--- config.mk ---
export PLATFORM = sky130hd
export DESIGN_NAME = der_key_header_skipper
export DESIGN_NICKNAME = d
export VERILOG_FILES = /design/src/rtl/dks_pkg.sv /design/src/rtl/der_key_header_skipper.sv /design/src/rtl/dks_walk.sv
export VERILOG_INCLUDE_DIRS = /design/src /design/src/rtl
export SDC_FILE = /design/constraint.sdc
export NUM_CORES = 1
export LEC_CHECK = 0
export BUFFER_PORTS_ARGS = -buffer_cell sky130_fd_sc_hd__buf_4
export CAP_MARGIN = 30
export CELL_PAD_IN_SITES_DETAIL_PLACEMENT = 2
export CELL_PAD_IN_SITES_GLOBAL_PLACEMENT = 2
export CORE_AREA = 2 2 149 151
export CTS_CLUSTER_SIZE = 14
export DETAILED_ROUTE_END_ITERATION = 6
export DIE_AREA = 0 0 151 153
export HOLD_SLACK_MARGIN = 0.12
export PLACE_DENSITY = 0.77
export SLEW_MARGIN = 20
export SYNTH_ARGS = -nofsm -noshare
export SYNTH_HDL_FRONTEND = slang
export SYNTH_SLANG_ARGS = --single-unit
--- constraint.sdc ---
create_clock -name clk -period 4.5 [get_ports clk]
set_input_delay 0.45 -clock clk [delete_from_list [all_inputs] [get_ports clk]]
set_output_delay 0.45 -clock clk [all_outputs]
set_load 0.005 [all_outputs]
--- src/rtl/assert_macros.svh ---
// Assertion macros used by the RTL (included by dks_walk)
`ifndef ASSERT_MACROS_SVH
`define ASSERT_MACROS_SVH

// Checked only outside reset
`define DKS_ASSERT(lbl, prop, msg) \
  lbl: assert property (@(posedge clk) disable iff (!rst_n) (prop)) else $error(msg);

// Checked on every clock edge, reset included
`define DKS_ASSERT_ALWAYS(lbl, prop, msg) \
  lbl: assert property (@(posedge clk) (prop)) else $error(msg);

`endif

--- src/rtl/dks_pkg.sv ---
// ----------------------------------------------------------------------------
// dks_pkg
// Types, tag codes and element tables for the DER key header walker.
// ----------------------------------------------------------------------------
`default_nettype none

package dks_pkg;

  localparam logic [7:0] TAG_INTEGER      = 8'h02;
  localparam logic [7:0] TAG_BIT_STRING   = 8'h03;
  localparam logic [7:0] TAG_OCTET_STRING = 8'h04;
  localparam logic [7:0] TAG_SEQUENCE     = 8'h30;

  localparam logic [7:0] LEN_LONG_BIT = 8'h80;
  localparam logic [7:0] LEN_N_MASK   = 8'h7F;

  localparam logic [1:0] ST_FOUND    = 2'd0;
  localparam logic [1:0] ST_TAG_ERR  = 2'd1;
  localparam logic [1:0] ST_LEN_ERR  = 2'd2;
  localparam logic [1:0] ST_OFF_OVFL = 2'd3;

  localparam logic [2:0] LAST_STEP = 3'd4;

  typedef enum logic [2:0] {
    PH_IDLE,
    PH_TAG,
    PH_LEN,
    PH_LEN_HDR,
    PH_LEN_SKIP,
    PH_SKIP
  } phase_t;

  typedef enum logic [1:0] {
    K_HDR,
    K_SKIP,
    K_BITS,
    K_LAST
  } kind_t;

  typedef struct packed {
    logic        hit;
    logic [15:0] key_offset;
    logic [1:0]  status;
  } walk_res_t;

  function automatic logic [7:0] elem_tag(input logic fmt, input logic [2:0] step);
    logic [7:0] t;
    t = TAG_SEQUENCE;
    if (!fmt) begin
      if (step == 3'd2) t = TAG_BIT_STRING;
    end else begin
      case (step)
        3'd1:    t = TAG_INTEGER;
        3'd3:    t = TAG_OCTET_STRING;
        default: t = TAG_SEQUENCE;
      endcase
    end
    return t;
  endfunction

  function automatic kind_t elem_kind(input logic fmt, input logic [2:0] step);
    kind_t k;
    k = K_LAST;
    case (step)
      3'd0:    k = K_HDR;
      3'd1:    k = K_SKIP;
      3'd2:    k = fmt ? K_SKIP : K_BITS;
      3'd3:    k = fmt ? K_HDR : K_LAST;
      default: k = K_LAST;
    endcase
    return k;
  endfunction

endpackage

`default_nettype wire

--- src/rtl/der_key_header_skipper.sv ---
// ----------------------------------------------------------------------------
// der_key_header_skipper
// Finds the inner key SEQUENCE in a DER public or PKCS#8 key byte stream.
// ----------------------------------------------------------------------------
// Takes one key byte per clock while the output is not stalled, and returns
// at most one transaction per buffer for the byte that completes the inner
// header or fails: an input register feeds the walk step, whose verdict
// lands in the result register. The walk state advances by one byte each
// clock unless the output stalls, so this single loop sets the rate. The key
// format is sampled on the byte that carries the start mark.
`default_nettype none

module der_key_header_skipper #(
  parameter int MAX_LEN_BYTES = 4,
  parameter int OFFSET_WIDTH  = 16
) (
  input  wire logic        clk,
  input  wire logic        rst_n,
  input  wire logic        cfg_wr_en,
  input  wire logic        cfg_key_format,
  input  wire logic        in_valid,
  output logic             in_stall,
  input  wire logic [7:0]  in_data_byte,
  input  wire logic        in_start_of_buffer,
  output logic             out_valid,
  input  wire logic        out_stall,
  output logic [15:0]      out_key_offset,
  output logic [1:0]       out_status
);

  logic               key_format_r;
  logic               in_valid_r;
  logic [7:0]         data_r;
  logic               sob_r;
  logic               go;
  logic               in_load;
  logic               out_valid_r, out_valid_nxt;
  logic [15:0]        key_offset_r;
  logic [1:0]         status_r;
  dks_pkg::walk_res_t res;

  assign go       = in_valid_r && (!out_valid_r || !out_stall);
  assign in_stall = in_valid_r && !go;
  assign in_load  = in_valid && !in_stall;

  always_ff @(posedge clk) begin
    if (!rst_n) begin
      key_format_r <= 1'b0;
    end else if (cfg_wr_en) begin
      key_format_r <= cfg_key_format;
    end
  end

  always_ff @(posedge clk) begin
    if (!rst_n) begin
      in_valid_r <= 1'b0;
    end else if (!in_valid_r || go) begin
      in_valid_r <= in_valid;
    end
  end

  always_ff @(posedge clk) begin
    if (in_load) begin
      data_r <= in_data_byte;
      sob_r  <= in_start_of_buffer;
    end
  end

  dks_walk #(
    .MAX_LEN_BYTES (MAX_LEN_BYTES),
    .OFFSET_WIDTH  (OFFSET_WIDTH)
  ) u_walk (
    .clk             (clk),
    .rst_n           (rst_n),
    .go              (go),
    .data_byte       (data_r),
    .start_of_buffer (sob_r),
    .key_format      (key_format_r),
    .res             (res)
  );

  always_comb begin
    out_valid_nxt = out_valid_r;
    if (go && res.hit) begin
      out_valid_nxt = 1'b1;
    end else if (out_valid_r && !out_stall) begin
      out_valid_nxt = 1'b0;
    end
  end

  always_ff @(posedge clk) begin
    if (!rst_n) begin
      out_valid_r <= 1'b0;
    end else begin
      out_valid_r <= out_valid_nxt;
    end
  end

  always_ff @(posedge clk) begin
    if (go && res.hit) begin
      key_offset_r <= res.key_offset;
      status_r     <= res.status;
    end
  end

  assign out_valid      = out_valid_r;
  assign out_key_offset = key_offset_r;
  assign out_status     = status_r;

endmodule

`default_nettype wire

--- src/rtl/dks_walk.sv ---
// ----------------------------------------------------------------------------
// dks_walk
// Walk state and the per-byte step of the outer DER wrapper parser.
// ----------------------------------------------------------------------------
`default_nettype none

`include "assert_macros.svh"

module dks_walk #(
  parameter int MAX_LEN_BYTES = 4,
  parameter int OFFSET_WIDTH  = 16
) (
  input  wire logic              clk,
  input  wire logic              rst_n,
  input  wire logic              go,
  input  wire logic [7:0]        data_byte,
  input  wire logic              start_of_buffer,
  input  wire logic              key_format,
  output dks_pkg::walk_res_t     res
);

  localparam int LW = $clog2(MAX_LEN_BYTES + 1);

  dks_pkg::phase_t         phase_r, phase_nxt, phase_c;
  logic [OFFSET_WIDTH-1:0] offset_r, offset_nxt, offset_c;
  logic [31:0]             skip_r, skip_nxt, skip_c;
  logic [LW-1:0]           left_r, left_nxt, left_c;
  logic [2:0]              step_r, step_nxt, step_c;
  logic                    fmt_r, fmt_nxt, fmt_c;

  logic [7:0]              tag_exp;
  dks_pkg::kind_t          kind;
  logic [6:0]              len_n;
  logic [LW-1:0]           left_dec;
  logic [31:0]             skip_acc;
  logic [31:0]             skip_dec;
  logic [32:0]             off_ext;
  logic                    hdr_end;
  logic [31:0]             hdr_len;
  logic                    found;
  logic                    err;
  logic [1:0]              err_code;

  always_ff @(posedge clk) begin
    if (!rst_n) begin
      phase_r  <= dks_pkg::PH_IDLE;
      offset_r <= '0;
      skip_r   <= '0;
      left_r   <= '0;
      step_r   <= '0;
      fmt_r    <= 1'b0;
    end else if (go) begin
      phase_r  <= phase_nxt;
      offset_r <= offset_nxt;
      skip_r   <= skip_nxt;
      left_r   <= left_nxt;
      step_r   <= step_nxt;
      fmt_r    <= fmt_nxt;
    end
  end

  // restart on a start mark, then step on this byte
  always_comb begin
    if (start_of_buffer) begin
      phase_c  = dks_pkg::PH_TAG;
      offset_c = '0;
      skip_c   = '0;
      left_c   = '0;
      step_c   = '0;
      fmt_c    = key_format;
    end else begin
      phase_c  = phase_r;
      offset_c = offset_r;
      skip_c   = skip_r;
      left_c   = left_r;
      step_c   = step_r;
      fmt_c    = fmt_r;
    end
  end

  assign tag_exp  = dks_pkg::elem_tag(fmt_c, step_c);
  assign kind     = dks_pkg::elem_kind(fmt_c, step_c);
  assign len_n    = 7'(data_byte & dks_pkg::LEN_N_MASK);
  assign left_dec = (left_c != '0) ? left_c - LW'(1) : left_c;
  assign skip_dec = (skip_c != '0) ? skip_c - 32'd1 : skip_c;
  assign skip_acc = (skip_c[31:24] != 8'd0) ? 32'hFFFF_FFFF : {skip_c[23:0], data_byte};
  assign off_ext  = 33'(offset_c);

  always_comb begin
    phase_nxt = phase_c;
    offset_nxt = offset_c;
    skip_nxt  = skip_c;
    left_nxt  = left_c;
    step_nxt  = step_c;
    fmt_nxt   = fmt_c;
    hdr_end   = 1'b0;
    hdr_len   = '0;
    found     = 1'b0;
    err       = 1'b0;
    err_code  = dks_pkg::ST_FOUND;

    unique case (phase_c)
      dks_pkg::PH_IDLE: begin
      end
      dks_pkg::PH_TAG: begin
        if (data_byte != tag_exp) begin
          err      = 1'b1;
          err_code = dks_pkg::ST_TAG_ERR;
        end else begin
          phase_nxt = dks_pkg::PH_LEN;
        end
      end
      dks_pkg::PH_LEN: begin
        if ((data_byte & dks_pkg::LEN_LONG_BIT) != 8'd0) begin
          if (int'(len_n) > MAX_LEN_BYTES) begin
            err      = 1'b1;
            err_code = dks_pkg::ST_LEN_ERR;
          end else if (len_n == 7'd0) begin
            hdr_end = 1'b1;
          end else begin
            left_nxt  = LW'(len_n);
            skip_nxt  = '0;
            phase_nxt = (kind == dks_pkg::K_SKIP) ? dks_pkg::PH_LEN_SKIP
                                                  : dks_pkg::PH_LEN_HDR;
          end
        end else begin
          hdr_end = 1'b1;
          hdr_len = 32'(data_byte);
        end
      end
      dks_pkg::PH_LEN_HDR: begin
        left_nxt = left_dec;
        if (left_dec == '0) hdr_end = 1'b1;
      end
      dks_pkg::PH_LEN_SKIP: begin
        skip_nxt = skip_acc;
        left_nxt = left_dec;
        if (left_dec == '0) begin
          hdr_end = 1'b1;
          hdr_len = skip_acc;
        end
      end
      dks_pkg::PH_SKIP: begin
        skip_nxt = skip_dec;
        if (skip_dec == '0) begin
          phase_nxt = dks_pkg::PH_TAG;
          if (step_c < dks_pkg::LAST_STEP) step_nxt = step_c + 3'd1;
        end
      end
      default: phase_nxt = dks_pkg::PH_IDLE;
    endcase

    if (hdr_end) begin
      case (kind)
        dks_pkg::K_LAST: found = 1'b1;
        dks_pkg::K_BITS: begin
          skip_nxt  = 32'd1;
          phase_nxt = dks_pkg::PH_SKIP;
        end
        dks_pkg::K_SKIP: begin
          if (hdr_len == '0) begin
            phase_nxt = dks_pkg::PH_TAG;
            if (step_c < dks_pkg::LAST_STEP) step_nxt = step_c + 3'd1;
          end else begin
            skip_nxt  = hdr_len;
            phase_nxt = dks_pkg::PH_SKIP;
          end
        end
        default: begin
          phase_nxt = dks_pkg::PH_TAG;
          if (step_c < dks_pkg::LAST_STEP) step_nxt = step_c + 3'd1;
        end
      endcase
    end

    if (phase_c != dks_pkg::PH_IDLE && !err && (&offset_c)) begin
      err      = 1'b1;
      err_code = dks_pkg::ST_OFF_OVFL;
    end

    if (err || found) begin
      phase_nxt = dks_pkg::PH_IDLE;
    end else if (phase_c != dks_pkg::PH_IDLE) begin
      offset_nxt = offset_c + OFFSET_WIDTH'(1);
    end
  end

  always_comb begin
    res.hit        = err || found;
    res.status     = err ? err_code : dks_pkg::ST_FOUND;
    res.key_offset = err ? off_ext[15:0] : off_ext[15:0] + 16'd1;
  end

  `DKS_ASSERT(a_idle_after_result, go && res.hit |=> phase_r == dks_pkg::PH_IDLE, "walk not idle after result")
  `DKS_ASSERT(a_skip_nonzero, phase_r == dks_pkg::PH_SKIP |-> skip_r != '0, "skip phase with zero count")
  `DKS_ASSERT(a_len_left, (phase_r == dks_pkg::PH_LEN_HDR || phase_r == dks_pkg::PH_LEN_SKIP) |-> left_r != '0, "length phase with no bytes left")
  `DKS_ASSERT(a_step_range, step_r <= dks_pkg::LAST_STEP, "element step out of range")

endmodule

`default_nettype wire

==> results of run 1 <==
flip-flops by register name (all words and copies together) (netlist names), 2 cells and up:
name and cells:
u_walk.skip_r 32, out_key_offset 16, u_walk.offset_r 16, data_r 8, u_walk.left_r 3, u_walk.phase_r 3, u_walk.step_r 3, out_status 2
layer usage:
| metal | part of all wire (%) | GRT usage, % |
|---|---|---|
| met5 | 0 | 0 |
| met4 | 1.9 | 6.943 |
| met3 | 4.3 | 4.000 |
| met2 | 48 | 42.73 |
| met1 | 45 | 33.80 |
power groups by stage:
stage	registers (mW)	logic, mW	clock network (mW)
after global placement	0.914	0.507	0
after CTS	0.897	0.525	0.889
after floorplan	0.880	0.359	0
after global routing	0.903	0.579	0.916
after detailed placement	0.915	0.520	0
final	0.900	0.532	0.867
cells in the final DEF (no fill, tap or decap), types with 5 or more instances in the layout:
| cell | instances |
|---|---|
| nor2_1 | 107 |
| o21ai_0 | 105 |
| a21oi_1 | 97 |
| nand2_1 | 88 |
| buf_4 | 70 |
| dfxtp_1 | 61 |
| nor3_1 | 28 |
| edfxtp_1 | 27 |
| nand3_1 | 26 |
| inv_1 | 24 |
| a31oi_1 | 22 |
| nand4_1 | 16 |
| nor2b_1 | 15 |
| nor4_1 | 12 |
| ha_1 | 12 |
| o22ai_1 | 11 |
| and3_1 | 11 |
| xnor2_1 | 11 |
| or3_1 | 11 |
| o211ai_1 | 10 |
| and2_1 | 9 |
| xor2_1 | 9 |
| or4_1 | 9 |
| o22a_1 | 9 |
| clkbuf_16 | 9 |
| a211oi_1 | 8 |
| nand3b_1 | 8 |
| a21boi_0 | 8 |
| o31ai_1 | 8 |
| a22oi_1 | 8 |
| nand2b_1 | 7 |
| mux2i_1 | 7 |
| or2_2 | 7 |
| o211a_1 | 7 |
| a2bb2oi_1 | 6 |
| o221ai_1 | 5 |
cell type report:
class | instances | area [um^2]
fill | 2567 | 13620
multi-input combinational | 768 | 4533
sequential | 88 | 2032
timing repair buffer | 71 | 536.8
tap | 280 | 350.3
clock buffer | 9 | 225.2
clock inverter | 7 | 101.3
inverter | 24 | 90.09
synthesized netlist by cell type (4+ instances only):
cell type | count | area, um^2
nor2_1 | 107 | 401.6
o21ai_0 | 106 | 530.5
a21oi_1 | 97 | 485.5
nand2_1 | 88 | 330.3
clkbuf_1 | 62 | 232.7
dfxtp_1 | 61 | 1221
nor3_1 | 29 | 145.1
edfxtp_1 | 27 | 810.8
nand3_1 | 26 | 130.1
inv_1 | 24 | 90.09
a31oi_1 | 23 | 143.9
nand4_1 | 16 | 100.1
nor2b_1 | 15 | 93.84
ha_1 | 12 | 150.1
nor4_1 | 12 | 75.07
and3_1 | 11 | 68.82
o22ai_1 | 11 | 68.82
or3_1 | 11 | 68.82
xnor2_1 | 11 | 96.34
and2_1 | 10 | 62.56
o211ai_1 | 10 | 75.07
buf_2 | 9 | 45.04
o22a_1 | 9 | 78.83
or4_1 | 9 | 67.56
xor2_1 | 9 | 78.83
a211oi_1 | 8 | 60.06
a21boi_0 | 8 | 60.06
a22oi_1 | 8 | 60.06
buf_1 | 8 | 30.03
nand3b_1 | 8 | 60.06
o31ai_1 | 8 | 60.06
mux2i_1 | 7 | 70.07
nand2b_1 | 7 | 43.79
o211a_1 | 7 | 70.07
or2_2 | 7 | 43.79
a2bb2oi_1 | 6 | 52.55
o221ai_1 | 5 | 43.79
a21o_1 | 4 | 30.03
a41oi_1 | 4 | 35.03
nor4b_1 | 4 | 35.03
worst min path at each step:
| stage | startpoint | end | depth (start not counted) |
|---|---|---|---|
| after detailed placement | u_walk.offset_r[10]$_SDFFE_PN0P_ | u_walk.offset_r[10]$_SDFFE_PN0P_ | 1 |
| after global routing | in_data_byte[7] | data_r[7]$_DFFE_PP_ | 1 |
| after global placement | u_walk.offset_r[10]$_SDFFE_PN0P_ | u_walk.offset_r[10]$_SDFFE_PN0P_ | 1 |
| final | in_data_byte[5] | data_r[5]$_DFFE_PP_ | 1 |
| after floorplan | u_walk.offset_r[10]$_SDFFE_PN0P_ | u_walk.offset_r[10]$_SDFFE_PN0P_ | 1 |
| after CTS | in_data_byte[5] | data_r[5]$_DFFE_PP_ | 1 |
kinds of logic (layout without fill, tap and decap cells):
group | Yosys count | after routing | share of synthesized area, %
mux | 8 | 8 | 1.168
xor+xnor | 20 | 20 | 2.516
buf+inv | 106 | 111 | 6.147
simple gates | 379 | 379 | 27.37
compound gates | 349 | 349 | 31.45
fa+ha+maj | 12 | 12 | 2.157
flops | 88 | 88 | 29.19
==> results.txt, run 1 <==
The core region is 21490 um^2. The completed layout was analyzed and its total power is 2.300 mW. At the pin with the least slew margin, the transition time is 0.9311 ns. The register clock-pin slew on the reported worst setup and hold paths is 0.07 ns, and the top-level port count is 35. Counting buffers and inverters, the worst setup path is 8 cells deep. The run gives 3 as the deepest level of the CTS H-tree.

Cell at the slowest stage of the critical path: o311ai_0. Counting flops and latches in the post-synthesis netlist gives 88. The flow ran to the end, and the final reports show no timing, DRC or antenna violations. Final sum of negative setup slack: 0 ns. The cell area that synthesis handed to floorplanning was 6962 um^2. Critical register-to-register path startpoint: u_walk.skip_r[18]$_SDFFE_PN0P_.

The signal on the critical path passes through nor4_1, and4_1, nand2_1, o311ai_0, o21ai_0, or4_4, or4_1, a31o_1. The post-layout utilization of the core was 36.62%. In this run the worst setup path terminates at u_walk.step_r[1]$_SDFFE_PN0P_. The critical path in this run is classified as flip-flop to flip-flop.

Across every metal layer, demand over resource in global routing totals 25.47%. The floorplan has 54 rows. In this run, the combinational gates consume 23.1% of the power.

The number of enable-type register cells in the synthesized netlist works out to 27. The die height is 153 um, and the worst clock skew is 0.01011 ns. The power density over the cells is 292.2 nW/um^2, and the count of routing violations after the opening detailed-route iteration is 464. Derived from the worst setup path, the maximum achievable clock frequency is 0.2360 GHz. The number of hold buffers added after CTS was 0. For the data arrival time of the critical path, the log shows 4.49 ns.

Along the worst path, the maximum fanout reaches 9. The final period demand of the worst path is 4.238 ns, and the delay of the slowest cell on the worst path is 0.72 ns. Buffers placed on the I/O ports in this run total 34.

Detailed placement ended at an HPWL of 20740 um. The max-slew violation total from the final report is 0, and the synthesis warning total is 0. The repair_antennas step left the layout with diodes totalling 0. For this run, the post-layout net count is 989. The fraction of power spent switching nets was 33.96%. Dividing the detail-routed wire length by the instance count gives 23.40 um. The number of nets in the synthesized netlist is 989. For this design the total switching power over the nets is 0.7810 mW. The sequential-to-total area share from yosys stat was 29.19%; the routed wire length was 29190 um. Number of post-CTS setup repair buffers: 0.

The startpoint of the most critical setup path is u_walk.skip_r[18]$_SDFFE_PN0P_. In this run the remaining antenna-violating nets after routing total 0. The clock share of power is 37.7%, and the chip width is 151 um. Counting tap cells, the placed design contains a total of 1230 instances. Clock tree synthesis inserted a total of 9 buffers.

The run gives 46330 um as the wire length of the first global-routing pass. Capture point of the worst reg-to-reg path: u_walk.step_r[1]$_SDFFE_PN0P_. Once routing completed, OpenROAD measured the worst setup slack at 0.2621 ns. The main flop type after synthesis is dfxtp_1. The number of global-route vias before repair is 8086. The tools report the type of element launching the critical path as a flip-flop.

The tools report the cell at the root of the clock tree as clkbuf_16. The final setup violation count came out at 0. Max-cap violations in this run came to 0. Across all layers, the routed design uses 7793 vias. After routing the design area is 7869 um^2.

The pre-antenna-repair detailed-routing pass consisted of 5 iterations. The starting utilization of the core area was 32.40%. The number of buffer and inverter stages on the critical path was 0; the weighted congestion at the end of routability-driven global placement was 0.9319. For the worst setup path, the data required time is 4.75 ns.

Setup repair after global routing left no endpoint under its margin. Summed over all layers, the global routing overflow is 0. The average cell area after synthesis works out to 7.237 um^2.

The logs give 2.823 nW for the leakage dissipation and 0 for the final count of hold timing violations. The tree built by TritonCTS fans out to 88 sinks. The tools report the number of standard cells in the final layout excluding fillers as 1247. Measured against its own limit, the worst slew margin works out to 37.80%.

The number of antenna violations at the first check in global routing is 0. Across all register-to-register paths, the minimum setup slack is 0.26 ns. The later pin in the worst-skew pair is clocked with a latency of 0.36 ns. The layout overhead on the synthesized area came out at 13.03%. The worst-case reg-to-reg path depth was 8.

Overall die area: 23100 um^2. The number of gates resized after CTS was 0. The worst path uses 94.18% of the clock period. Share of synthesized registers carrying an async set or reset: 0%. The post-detailed-route via-to-cell ratio came out at 6.249.

For the pin count of the biggest net entering global routing, the log shows 49. Hold timing on the final database bottoms out at a slack of 0.2656 ns. The logs give 7520 um^2 for the instance area at placement and 1.519 mW for the internal cell power. In this run, distinct cell masters in the synthesized netlist total 80. The number of instances in the synthesized netlist came out at 962. The post-route netlist has 12.00% of its cells at a drive strength greater than 1. For the worst-case clock buffer depth, the log shows 2. In the routed design, unresolved DRC markers number 0. The kind of cell with the highest combined delay along the critical path is simple AND/OR/NAND/NOR gates. Worst voltage drop across the vdd grid: 0.1571 mV. The class of the most critical hold timing path is input port to flip-flop. TritonCTS built the clock tree. STA classifies the critical path endpoint as a flip-flop. The share of total power in sequential cells is 39.1%, and the placement-stage worst setup slack is 0.3328 ns.
Power figures use the tool's default switching activity.
==> run 2, diff against run 1 <==
--- a/config.mk
+++ b/config.mk
@@ -6,14 +6,15 @@
 export SDC_FILE = /design/constraint.sdc
 export NUM_CORES = 1
 export LEC_CHECK = 0
+export ABC_AREA = 1
 export BUFFER_PORTS_ARGS = -buffer_cell sky130_fd_sc_hd__buf_4
 export CAP_MARGIN = 30
 export CELL_PAD_IN_SITES_DETAIL_PLACEMENT = 2
 export CELL_PAD_IN_SITES_GLOBAL_PLACEMENT = 2
-export CORE_AREA = 2 2 149 151
+export CORE_AREA = 2 2 161 163
 export CTS_CLUSTER_SIZE = 14
 export DETAILED_ROUTE_END_ITERATION = 6
-export DIE_AREA = 0 0 151 153
+export DIE_AREA = 0 0 163 165
 export HOLD_SLACK_MARGIN = 0.12
 export PLACE_DENSITY = 0.77
 export SLEW_MARGIN = 20
==> run 2 against run 1 <==
  * Fmax up 2.5%
  * Non-clock buffer count down 11
  * Cell area up 9.4%
  * Critical path depth up 11
  * First-iteration DRC count down 13%
  * Synthesized cell count up 29%
  * Routed wire length up 13%
  * Power up 8.3%
  * Final cell count up 27%
  * Critical path type unchanged
==> results.txt, run 2 <==
The run gives 0 (unchanged) as the final count of hold timing violations. The dominant cell by count in the synthesized netlist was nand2_1 (was nor2_1). Worst-case hold path end point: data_r[7]$_DFFE_PP_ (was data_r[5]$_DFFE_PP_).

Commonest non-fill, non-tap cells in the layout: nand2_1, inv_1, nor2_1, a21oi_1, nand3_1 (was nor2_1, o21ai_0, a21oi_1, nand2_1, buf_4). The path type of the worst setup path is flip-flop to flip-flop (unchanged). Slew at the pin closest to its max-slew limit: 0.8909 ns (was 0.9311 ns). Delay of the slowest cell on the worst path: 0.50 ns (was 0.72 ns). The logs give 405 (was 464) for the count of routing violations after the opening detailed-route iteration and 0.37 ns (was 0.36 ns) for the later-pin clock latency in the skew report. For the number of diodes added for antenna fixing, the log shows 0 (unchanged).

Setup repair after global routing left no endpoint under its margin. The top-level port count is 35 (unchanged), and the count of fill cells added during filler insertion is 3141 (was 2567). The run finished with clean final reports. Most frequent cells after synthesis: nand2_1, nor2_1, inv_1 (was nor2_1, o21ai_0, a21oi_1). The worst-case reg-to-reg path depth was 19 (was 8). The post-detailed-route via-to-cell ratio works out to 5.523 (was 6.249). The worst clock skew came out at 0.01171 ns (was 0.01011 ns).

The class of the most critical hold timing path is input port to flip-flop (unchanged). The run gives 53 (was 49) as the pin count of the biggest net entering global routing. The number of placed instances, taps included came out at 1565 (was 1230).

The number of cells traversed by the worst hold path is 1 (unchanged). Final setup violation count: 0 (unchanged). Cell at the root of the clock tree: clkbuf_16 (unchanged).

TritonCTS built the clock tree. The run gives 0.37 ns (was 0.26 ns) as the flop-to-flop setup slack. For the worst-case clock buffer depth, the log shows 2 (unchanged). The maximum clock frequency was 0.2419 GHz (was 0.2360 GHz); the wire length of the first global-routing pass was 52280 um (was 46330 um).

The number of standard cells in the final layout excluding fillers is 1586 (was 1247). Main flop type after synthesis: dfxtp_1 (unchanged). The tools report the deepest level of the CTS H-tree as 3 (unchanged).

The run gives 0.2048 mV (was 0.1571 mV) as the worst voltage drop across the vdd grid. The critical register-to-register path startpoint was sob_r$_DFFE_PP_ (was u_walk.skip_r[18]$_SDFFE_PN0P_). The leading area contributor after synthesis is nand2_1 (was dfxtp_1).

The chip width came out at 163 um (was 151 um). Register bank with the most flops: u_walk.skip_r (unchanged). The run gives 0 (unchanged) as the number of antenna-violating nets in the routed design. The quantity of I/O buffers inserted on ports came out at 34 (unchanged). The leakage dissipation came out at 4.025 nW (was 2.823 nW). The share of synthesized registers carrying an async set or reset works out to 0% (unchanged). The number of global-route vias before repair is 9390 (was 8086), and the final period demand of the worst path is 4.135 ns (was 4.238 ns). The placed wire-length estimate after detailed placement is 23840 um (was 20740 um), and the weighted congestion at the end of routability-driven global placement is 0.8795 (was 0.9319). The layout overhead on the synthesized area was 12.05% (was 13.03%); the register clock-pin slew on the reported worst setup and hold paths was 0.07 ns (about the same).

Relative max-transition margin: 40.52% (was 37.80%). The portion of synthesized cell area occupied by the leading cell type is 18.52% (was 17.54%), and the data arrival time of the critical path is 4.41 ns (was 4.49 ns). The global-route total usage across every layer came out at 24.92% (was 25.47%).

The run gives 1241 (was 962) as the number of instances in the synthesized netlist. The leading cell type in the layout, fill and taps excluded is nand2_1 (was nor2_1). The logs give 9 (unchanged) for the number of buffers created by CTS and 7681 um^2 (was 6962 um^2) for the synthesized cell area. Number of distinct library cell variants in the gate-level netlist after synthesis: 44 (was 80). List of cells traversed by the critical path: clkinv_2, nand2_1, ha_1, ha_1, or2_2, nand3_1, nor2_4, buf_4, nand3_1, nand2_1, nor2_1, nand2_1, nor2_1, nand3_2, nand3_1, inv_2, buf_12, nand4_1, a21oi_1 (was nor4_1, and4_1, nand2_1, o311ai_0, o21ai_0, or4_4, or4_1, a31o_1). The die height is 165 um (was 153 um). The routed wire length came out at 32890 um (was 29190 um). The type of element launching the critical path is a flip-flop (unchanged). The run gives 0 (unchanged) as the overall overflow remaining after global route. The power density over the cells is 289.4 nW/um^2 (was 292.2 nW/um^2). Leading cell types by total area after synthesis: nand2_1, dfxtp_1, edfxtp_1 (was dfxtp_1, edfxtp_1, o21ai_0). The part of the cycle the worst path needs is 91.88% (was 94.18%), and the peak fanout along the critical path is 31 (was 9). Routed length per instance: 20.74 um (was 23.40 um). The synthesis warning total is 0 (unchanged), and the overall die area is 26900 um^2 (was 23100 um^2). The max-slew violation total from the final report is 0 (unchanged), and the number of vias in the routed layout is 8760 (was 7793). The tools report the capture point of the worst reg-to-reg path as u_walk.skip_r[17]$_SDFFE_PN0P_ (was u_walk.step_r[1]$_SDFFE_PN0P_). The share of final-layout standard cells stronger than drive strength 1 is 12.02% (was 12.00%). The residual DRC count was 0 (unchanged). The run gives 25040 um^2 (was 21490 um^2) as the area of the core region. For the required time of the critical path, the log shows 4.78 ns (was 4.75 ns). The tools report the endpoint type of the worst setup path as a flip-flop (unchanged). The post-synth net total is 1268 (was 989), and the register bit count reported by yosys is 88 (unchanged). The final sum of negative setup slack came out at 0 ns (unchanged). Cell at the slowest stage of the critical path: edfxtp_1 (was o311ai_0). The post-layout utilization of the core is 34.38% (was 36.62%). The max-cap check violation count was 0 (unchanged).

The run gives 5 (unchanged) as the iteration count of the initial detailed-routing pass. The number of placement rows came out at 58 (was 54). The sequential-to-total area share from yosys stat was 26.45% (was 29.19%). The number of flip-flops under the largest register name is 32 (unchanged).

The layout net count was 1278 (was 989). The tools report the launch instance of the worst min-delay path as in_data_byte[7] (was in_data_byte[5]). The average cell area after synthesis is 6.189 um^2 (was 7.237 um^2), and the starting utilization of the core area is 30.68% (was 32.40%).

The number of antenna violations at the first check in global routing came out at 1 (was 0). The total number of clock tree sinks was 88 (unchanged). Number of enable-type register cells in the synthesized netlist: 27 (unchanged).
-- run 2: stage by stage --
step | setup WS, ns | power (mW) | hold slack [ns] | area [um^2]
after global routing | 0.05601 | 2.626 | 0.2547 | 8607
final | 0.3653 | 2.491 | 0.2615 | 8607
after floorplan | 1.056 | 1.422 | 0.4408 | 7681
after detailed placement | 0.3071 | 1.681 | 0.4632 | 8232
after global placement | 0.3551 | 1.657 | 0.4540 | 8232
after CTS | 0.2616 | 2.479 | 0.2510 | 8531
-- run 2: cell families after synthesis --
logic type,synth area share [%]
AOI/OAI and AO/OA,19.16
xor gates and xnor gates,2.623
adders and majority gates,1.955
buffers and inverters,10.34
DFF,26.45
and+or+nand+nor,39.47
-- run 2: worst max-delay path by stage --
stage                               start                             end  slack, ns  cells past startpoint
final                     sob_r$_DFFE_PP_  u_walk.skip_r[17]$_SDFFE_PN0P_       0.37                     19
after global routing      sob_r$_DFFE_PP_  u_walk.skip_r[17]$_SDFFE_PN0P_       0.06                     19
after CTS                 sob_r$_DFFE_PP_  u_walk.skip_r[16]$_SDFFE_PN0P_       0.26                     19
after detailed placement  sob_r$_DFFE_PP_  u_walk.skip_r[16]$_SDFFE_PN0P_       0.31                     19
after global placement    sob_r$_DFFE_PP_  u_walk.skip_r[16]$_SDFFE_PN0P_       0.36                     19
after floorplan           sob_r$_DFFE_PP_     out_key_offset[0]$_DFFE_PP_       1.06                     20
-- run 2: cell type report --
class | count | area, um^2 | share of cell area [%]
clock inverters | 7 | 73.82 | 0.8577
repair buffers | 60 | 499.2 | 5.800
flip-flops and latches | 88 | 2032 | 23.61
inverters | 122 | 459.2 | 5.335
multi-input cells | 970 | 4905 | 56.99
clock buffers | 9 | 225.2 | 2.617
well taps | 330 | 412.9 | 4.797
-- run 2: what timing repair did --
action                                  4_1_cts  5_1_grt
hold buffers                                  0        0
buffers inserted                              0        3
resized for setup                             0        4
endpoints found under the setup margin        0       25
-- run 2: routing by layer --
layer,global-route usage [%],vias to the layer above,routed length [um]
li1,-,4147,-
met1,31.79,4400,14790
met2,44.14,172,16130
met3,3.240,41,1325
met4,6.798,0,641
met5,0,-,0
-- run 2: worst max-delay path: cells and delay by family, from the launching register on --
kind	cells	cell delay (ns)
buffers and inverters	4	1.12
AO/OA/AOI/OAI	1	0.21
AND/OR/NAND/NOR	12	1.77
flip-flops	1	0.50
adder cells (fa/ha/maj)	2	0.43
-- run 2: power by group --
part           internal, mW  switching, mW
Combinational         0.219          0.588
Sequential            0.857         0.0382
Clock                 0.393          0.396
==> run 3, diff against run 2 <==
--- a/config.mk
+++ b/config.mk
@@ -17,7 +17,7 @@
 export DIE_AREA = 0 0 163 165
 export HOLD_SLACK_MARGIN = 0.12
 export PLACE_DENSITY = 0.77
-export SLEW_MARGIN = 20
+export REMOVE_ABC_BUFFERS = 1
 export SYNTH_ARGS = -nofsm -noshare
 export SYNTH_HDL_FRONTEND = slang
 export SYNTH_SLANG_ARGS = --single-unit
==> run 3 against run 2 <==
  * Clock skew increased by 0.0025 ns
  * Final cell count decreased by 0.19%
  * Flip-flop and latch count unchanged
  * Fmax about the same
  * First-iteration DRC count increased by 2.2%
  * Critical path type unchanged
==> results.txt, run 3 (same netlist as run 2, synthesis figures left out) <==
The flow ran to the end, and the final reports show no timing, DRC or antenna violations. The tools report the number of placement rows as 58 (unchanged). The area occupied by multi-input gates is 4883 um^2 (was 4905 um^2). The tools report the max-cap check violation count as 0 (unchanged). The placed wire-length estimate after detailed placement is 23480 um (was 23840 um), and the part of the cycle the worst path needs is 91.97% (was 91.88%).

The type of element launching the critical path is a flip-flop (unchanged). For the number of placed instances, taps included, the log shows 1567 (was 1565). Commonest non-fill, non-tap cells in the layout: nand2_1, inv_1, nor2_1, a21oi_1, nand3_1 (unchanged). The overall overflow remaining after global route is 0 (unchanged).

The peak fanout along the critical path was 20 (was 31); the delay of the slowest cell on the worst path was 0.38 ns (was 0.50 ns). The number of buffer and inverter stages on the critical path works out to 3 (was 4). The cell at the slowest stage of the critical path is inv_2 (was edfxtp_1). Leading cell type in the layout, fill and taps excluded: nand2_1 (unchanged). The layout overhead on the synthesized area was 11.34% (was 12.05%); the overall die area was 26900 um^2 (unchanged).

The chip width was 163 um (unchanged); the routed wire length was 31990 um (was 32890 um). Worst clock skew: 0.01422 ns (was 0.01171 ns). Endpoint type of the worst setup path: a flip-flop (unchanged). The tools report the area occupied by registers as 2032 um^2 (unchanged).

The path type of the worst setup path was flip-flop to flip-flop (unchanged). The share of final-layout standard cells stronger than drive strength 1 is 11.65% (was 12.02%). Wire length of the first global-routing pass: 51140 um (was 52280 um). The final setup violation count was 0 (unchanged). The quantity of I/O buffers inserted on ports was 34 (unchanged); the number of standard cells in the final layout excluding fillers was 1583 (was 1586). List of cells traversed by the critical path: clkinv_2, nand2_1, nand2_1, nor2_4, nand2_1, inv_2, nand3_2, buf_4, nand2_1, nand2_1, nor2_1, nand2_1, nor2_2, nand3_2, nand2_1, nand2_1, a21oi_1, nand2_1, a21oi_1 (was clkinv_2, nand2_1, ha_1, ha_1, or2_2, nand3_1, nor2_4, buf_4, nand3_1, nand2_1, nor2_1, nand2_1, nor2_1, nand3_2, nand3_1, inv_2, buf_12, nand4_1, a21oi_1). The routed length per instance was 20.21 um (was 20.74 um). Most repeated library cell on the critical path: nand2_1.

The cell at the root of the clock tree is clkbuf_16 (unchanged). The logs give 8650 (was 8760) for the number of vias in the routed layout and 34.16% (was 34.38%) for the post-layout utilization of the core. The final count of hold timing violations was 0 (unchanged); the placement-stage worst setup slack was 0.3231 ns (was 0.3071 ns). The logs give 0 (unchanged) for the max-slew violation total from the final report and 0.8465 (was 0.8795) for the weighted congestion at the end of routability-driven global placement. The logs give 35 (unchanged) for the top-level port count and 0 (was 1) for the number of antenna violations at the first check in global routing. The gate family responsible for the most delay along the worst path was simple AND/OR/NAND/NOR gates (unchanged). For the number of buffers created by CTS, the log shows 9 (unchanged). Setup repair after global routing left no endpoint under its margin. The number of diodes added for antenna fixing was 0 (unchanged). The tools report the maximum clock frequency as 0.2416 GHz (was 0.2419 GHz). The pin count of the biggest net entering global routing is 86 (was 53), and the final period demand of the worst path is 4.138 ns (was 4.135 ns). The required time of the critical path was 4.79 ns (was 4.78 ns).

The number of post-CTS setup repair buffers was 0 (unchanged). The die height was 165 um (unchanged); the worst-case clock buffer depth was 2 (unchanged). Residual DRC count: 0 (unchanged). Iteration count of the initial detailed-routing pass: 5 (unchanged).

The number of global-route vias before repair was 9070 (was 9390). TritonCTS built the clock tree. The leakage dissipation was 4.003 nW (was 4.025 nW); the power density over the cells was 288.6 nW/um^2 (was 289.4 nW/um^2).

The worst setup margin is 0.3616 ns (was 0.3653 ns). The number of flip-flops under the largest register name was 32 (unchanged). The run gives 3140 (was 3141) as the count of fill cells added during filler insertion.

The class of the most critical hold timing path is input port to flip-flop (unchanged). The run gives 0.37 ns (about the same) as the later-pin clock latency in the skew report. The logs give 40.39% (was 40.52%) for the relative max-transition margin and 24.53% (was 24.92%) for the global-route total usage across every layer.

The deepest level of the CTS H-tree is 3 (unchanged), and the register clock-pin slew on the reported worst setup and hold paths is 0.08 ns (was 0.07 ns). Register bank with the most flops: u_walk.skip_r (unchanged). The worst voltage drop across the vdd grid is 0.1940 mV (was 0.2048 mV).

The logs give 88 (unchanged) for the total number of clock tree sinks and 4.43 ns (was 4.41 ns) for the data arrival time of the critical path. The slew at the pin closest to its max-slew limit was 0.8942 ns (was 0.8909 ns); the count of routing violations after the opening detailed-route iteration was 414 (was 405). The starting utilization of the core area is 30.68% (unchanged), and the area of the core region is 25040 um^2 (unchanged). The tools report the worst slack on hold paths as 0.2573 ns (was 0.2615 ns).

The run gives 8552 um^2 (was 8607 um^2) as the final standard cell area without fillers. The layout net count was 1275 (was 1278). For the number of antenna-violating nets in the routed design, the log shows 0 (unchanged). The instance area at placement is 8254 um^2 (was 8232 um^2). The post-detailed-route via-to-cell ratio came out at 5.464 (was 5.523).
[run 3: cell count changes in the layout (fill, tap and decap cells not counted), sizes merged]
cell,change
bufinv,+1
nor2,-1
buf,-2
clkbuf,+1
inv,-2
[run 3: repair_timing]
item                                    in CTS  in global routing
endpoints found under the setup margin       0                  1
resized for setup                            0                  1
hold buffers                                 0                  0
[run 3: per-stage QoR]
stage,TNS [ns],power [mW]
after floorplan,-85.93,1.386
after global placement,0,1.645
after detailed placement,0,1.674
after CTS,0,2.487
after global routing,0,2.605
final,0,2.468
[run 3: area by class of cell]
cell class / instances / area share [%]
clock inverter: 6 / 0.7901
sequential: 88 / 23.76
tap: 330 / 4.828
inverter: 122 / 5.369
clock buffer: 10 / 2.677
multi-input combinational: 969 / 57.10
timing repair buffer: 58 / 5.472
[run 3: path summary, 6_finish.rpt]
path,start,end,slack (ns),cells past startpoint
worst max-delay path,sob_r$_DFFE_PP_,u_walk.step_r[1]$_SDFFE_PN0P_,0.36,19
worst min-delay path,in_data_byte[7],data_r[7]$_DFFE_PP_,0.26,1
worst max register to register,sob_r$_DFFE_PP_,u_walk.step_r[1]$_SDFFE_PN0P_,0.36,19
worst min register to register,u_walk.offset_r[15]$_SDFFE_PN0P_,u_walk.offset_r[15]$_SDFFE_PN0P_,0.47,2
[run 3: per-layer routing]
layer | wire length (um) | share of wire [%] | GRT usage, %
met5 | 0 | 0 | 0
met4 | 639 | 2.0 | 6.718
met3 | 1120 | 3.5 | 1.934
met2 | 15270 | 48 | 41.85
met1 | 14960 | 47 | 33.33
[run 3: worst register-to-register path, cell delays in order (launching register included)]
cell and delay [ns]:
edfxtp_1 0.37, clkinv_2 0.36, nand2_1 0.39, nand2_1 0.17, nor2_4 0.14, nand2_1 0.18, inv_2 0.38, nand3_2 0.35
buf_4 0.34, nand2_1 0.14, nand2_1 0.06, nor2_1 0.23, nand2_1 0.10, nor2_2 0.29, nand3_2 0.14, nand2_1 0.08
nand2_1 0.06, a21oi_1 0.13, nand2_1 0.07, a21oi_1 0.11
[run 3: power by group]
part	internal [mW]	switching, mW	total (mW)
registers	0.857	0.0374	0.894
logic	0.211	0.561	0.772
clock network	0.434	0.368	0.802
